===== config.mk =====
export PLATFORM = sky130hd
export DESIGN_NAME = mnpd_ram
export DESIGN_NICKNAME = d
export VERILOG_FILES = /design/src/rtl/core/mnpd_ram.sv
export SDC_FILE = /design/constraint.sdc
export NUM_CORES = 1
export LEC_CHECK = 0
export BUFFER_PORTS_ARGS = -buffer_cell sky130_fd_sc_hd__buf_2
export CORE_MARGIN = 2
export CORE_UTILIZATION = 50
export CTS_BUF_LIST = sky130_fd_sc_hd__clkbuf_2 sky130_fd_sc_hd__clkbuf_4 sky130_fd_sc_hd__clkbuf_8
export CTS_CLUSTER_SIZE = 12
export DETAILED_ROUTE_END_ITERATION = 7
export GPL_ROUTABILITY_DRIVEN = 0
export PLACE_DENSITY_LB_ADDON = 0.25
export SETUP_SLACK_MARGIN = 0.02
export SYNTH_ARGS = -nofsm -noshare
export SYNTH_HDL_FRONTEND = slang
export SYNTH_SLANG_ARGS = --single-unit
export TNS_END_PERCENT = 100

===== constraint.sdc =====
create_clock -name clock -period 3.8 [get_ports clock]
set_clock_uncertainty 0.15 [all_clocks]
set_input_delay 0 -clock clock [delete_from_list [all_inputs] [get_ports clock]]
set_output_delay 0 -clock clock [all_outputs]
set_load 0.02 [all_outputs]

===== src/rtl/core/mnpd_ram.sv =====
// ----------------------------------------------------------------------------
// mnpd_ram: generic single-clock RAM
// One write port and one read port, read data registered.
// ----------------------------------------------------------------------------
module mnpd_ram #(
   parameter int WIDTH = 8,
   parameter int DEPTH = 16
) (
   input  logic                                       clock,
   input  logic                                       wr_en,
   input  logic [((DEPTH > 1) ? $clog2(DEPTH) : 1)-1:0] wr_addr,
   input  logic [WIDTH-1:0]                           wr_data,
   input  logic                                       rd_en,
   input  logic [((DEPTH > 1) ? $clog2(DEPTH) : 1)-1:0] rd_addr,
   output logic [WIDTH-1:0]                           rd_data
);

   logic [WIDTH-1:0] mem_ff [DEPTH];
   logic [WIDTH-1:0] rd_data_ff;

   // Write port
   always_ff @(posedge clock) begin
      if (wr_en) begin
         mem_ff[wr_addr] <= wr_data;
      end
   end

   // Registered read port
   always_ff @(posedge clock) begin
      if (rd_en) begin
         rd_data_ff <= mem_ff[rd_addr];
      end
   end

   assign rd_data = rd_data_ff;

endmodule


==> impl_metrics.toml <==
[logic_synthesis]
yosysTopAreaCell = "edfxtp_1"
syn_nets = 248
postSynthCellCount = 229
synth_area_leaders = "edfxtp_1, mux4_2, mux4_1, a22oi_1, nor2_1"
ys_ff_latch = 136
syn_avg_cell_area_um2 = 22.8
synth.distinct_cells = 18
yosys_warnings = 0
synth_top_area_share_pct = 78.1
ys_seq_area_share_pct = 78.1
syn_area_mm2 = 0.00523

[final_layout]
nFillCells = 754
final_common_cell = "edfxtp_1"
syn_to_final_growth_pct = 14.6
final_cell_mix = "edfxtp_1, buf_2, mux4_2, clkbuf_8, a22oi_1"
fin_area_mm2 = 0.00599
seq_area_mm2 = 0.00408
antenna_cells = 0
instances_no_fill = 429
drive_above_1_share_pct = 28.0
final_nets = 299
multi_input_area_mm2 = 0.00106

[grt]
first_global_vias = 2464
grt_max_degree = 33
grt_pass1_wl_um = 14600
gr-total-overflow = 0
antenna_found_initial = 0
track_usage_pct = 18.6

[job]
drv_cap = 0

[status]
status = "finished clean"

[pwr]
finalPower_uw = 3010
cellPowerDensity_mw_per_mm2 = 503
peakVddDrop_mv = 0.221
p_leak_uw = 0.00197

[cts]
tritoncts = "done"
clk_pin_slew_worst_paths_ps = 80
clock_path_buffers = 2
clkSinkCount = 136
cts_inserted_buffers = 17
worstSkewPairLatency_ps = 430
cts_hold_buf = 12
cts_root_buf = "clkbuf_8"
postCtsSetupBuffers = 0
htreeDepth = 4
ctsResizeCount = 0

[placed_design]
place_area_mm2 = 0.00548
place_inst = 385
hpwl_um = 5810
placement.io_buffers = 26

[detailed_routing]
drc = 0
ant_nets = 0
dr.pass1.iters = 4
via_per_inst = 5.80
avgRoutedWirePerCell_um = 22.5
routed_wl_um = 9660
drt_iter0_drc = 247
vias = 2489

[sta]
relSlewSlack_pct = 25.0
fin_tns_setup_ps = 0
setup_violations = 0
fin_crit_sh_pct = 49.2
maxSlewViolCount = 0
rsz0062_at_grt = "no"
finalCriticalPeriod_ps = 1870
max_freq_ghz = 0.535
report.final.hold_viol_count = 0
tightest_slew_ps = 1120

[die]
dieArea_mm2 = 0.0113
die_w_um = 106
row_count = 37
die_h_um = 106
io_pins = 27
initial_utilization_pct = 51.1
coreArea_mm2 = 0.0102

[hold_path]
hold_class = "in2reg"

[worst_setup_path]
crit_fanout = 8
crit_type = "in2reg"
end_kind = "flip-flop"
worst_ep_arrival_time_ps = 1760
worstPathRequired_ps = 3690
worst_setup_path_start_kind = "input pin"
## per-stage QoR
step                      util (%)  worst slack, ps  hold WS, ps
final                         58.5             1930         87.6
after global routing          58.5             1860         88.3
after CTS                     58.5             1960         61.2
after detailed placement      53.5             1500          224
after global placement        53.5             1530          228
after floorplan                  -             2160        -51.1
## report_power, final
group	switching [uW]	internal (uW)	total, uW
combinational	95.2	67.2	162
sequential	7.35	1690	1700
clock	560	592	1150
## flip-flops by register name, indices dropped and copies added, names as in the netlist
signal / flops
mem_ff: 128
rd_data: 8
## synthesized netlist by cell type, drive strengths merged
| cell type | n |
|---|---|
| a22oi | 16 |
| nor3 | 4 |
| edfxtp | 136 |
| nand2 | 9 |
| nor2b | 1 |
| and2b | 1 |
| or3b | 1 |
| and2 | 1 |
| nand2b | 2 |
| nand3b | 2 |
| buf | 7 |
| nor2 | 13 |
| mux4 | 32 |
| nand3 | 1 |
| clkdlybuf4s25 | 3 |
## layer usage
metal	up-vias	GRT usage [%]	routed length (um)
met1	1294	27.4	4240
met5	-	0	0
li1	1084	-	-
met3	10	5.40	669
met2	101	26.9	4640
met4	0	6.67	113
## critical path: stages
cell and delay, ps:
dlygate4sd3_1 520, buf_2 160, nand2b_1 210, nor2_1 860
## area by class of cell
type,count,share of cell area (%)
Sequential cell,136,68.2
Multi-Input combinational cell,83,17.7
Clock buffer,18,4.03
Timing Repair Buffer,42,4.68
Tap cell,136,2.84
Clock inverter,14,2.51
## cells by family (layout without fill, tap and decap cells)
family	after synthesis	count (layout)	share of synthesized area (%)
flops	136	136	78.1
buf+inv	10	74	1.65
simple gates	35	35	3.14
compound gates	16	16	2.30
mux	32	32	14.8
## final timing paths
kind | startpoint | slack, ps | end | cells after the start
max | wr_addr[0] | 1930 | mem_ff[10][1] | 4
min | wr_addr[2] | 90 | mem_ff[12][3] | 3
max reg2reg | mem_ff[9][4] | 2150 | rd_data[4] | 3
min reg2reg | mem_ff[14][5] | 600 | rd_data[5] | 3
Power figures use the tool's default switching activity.
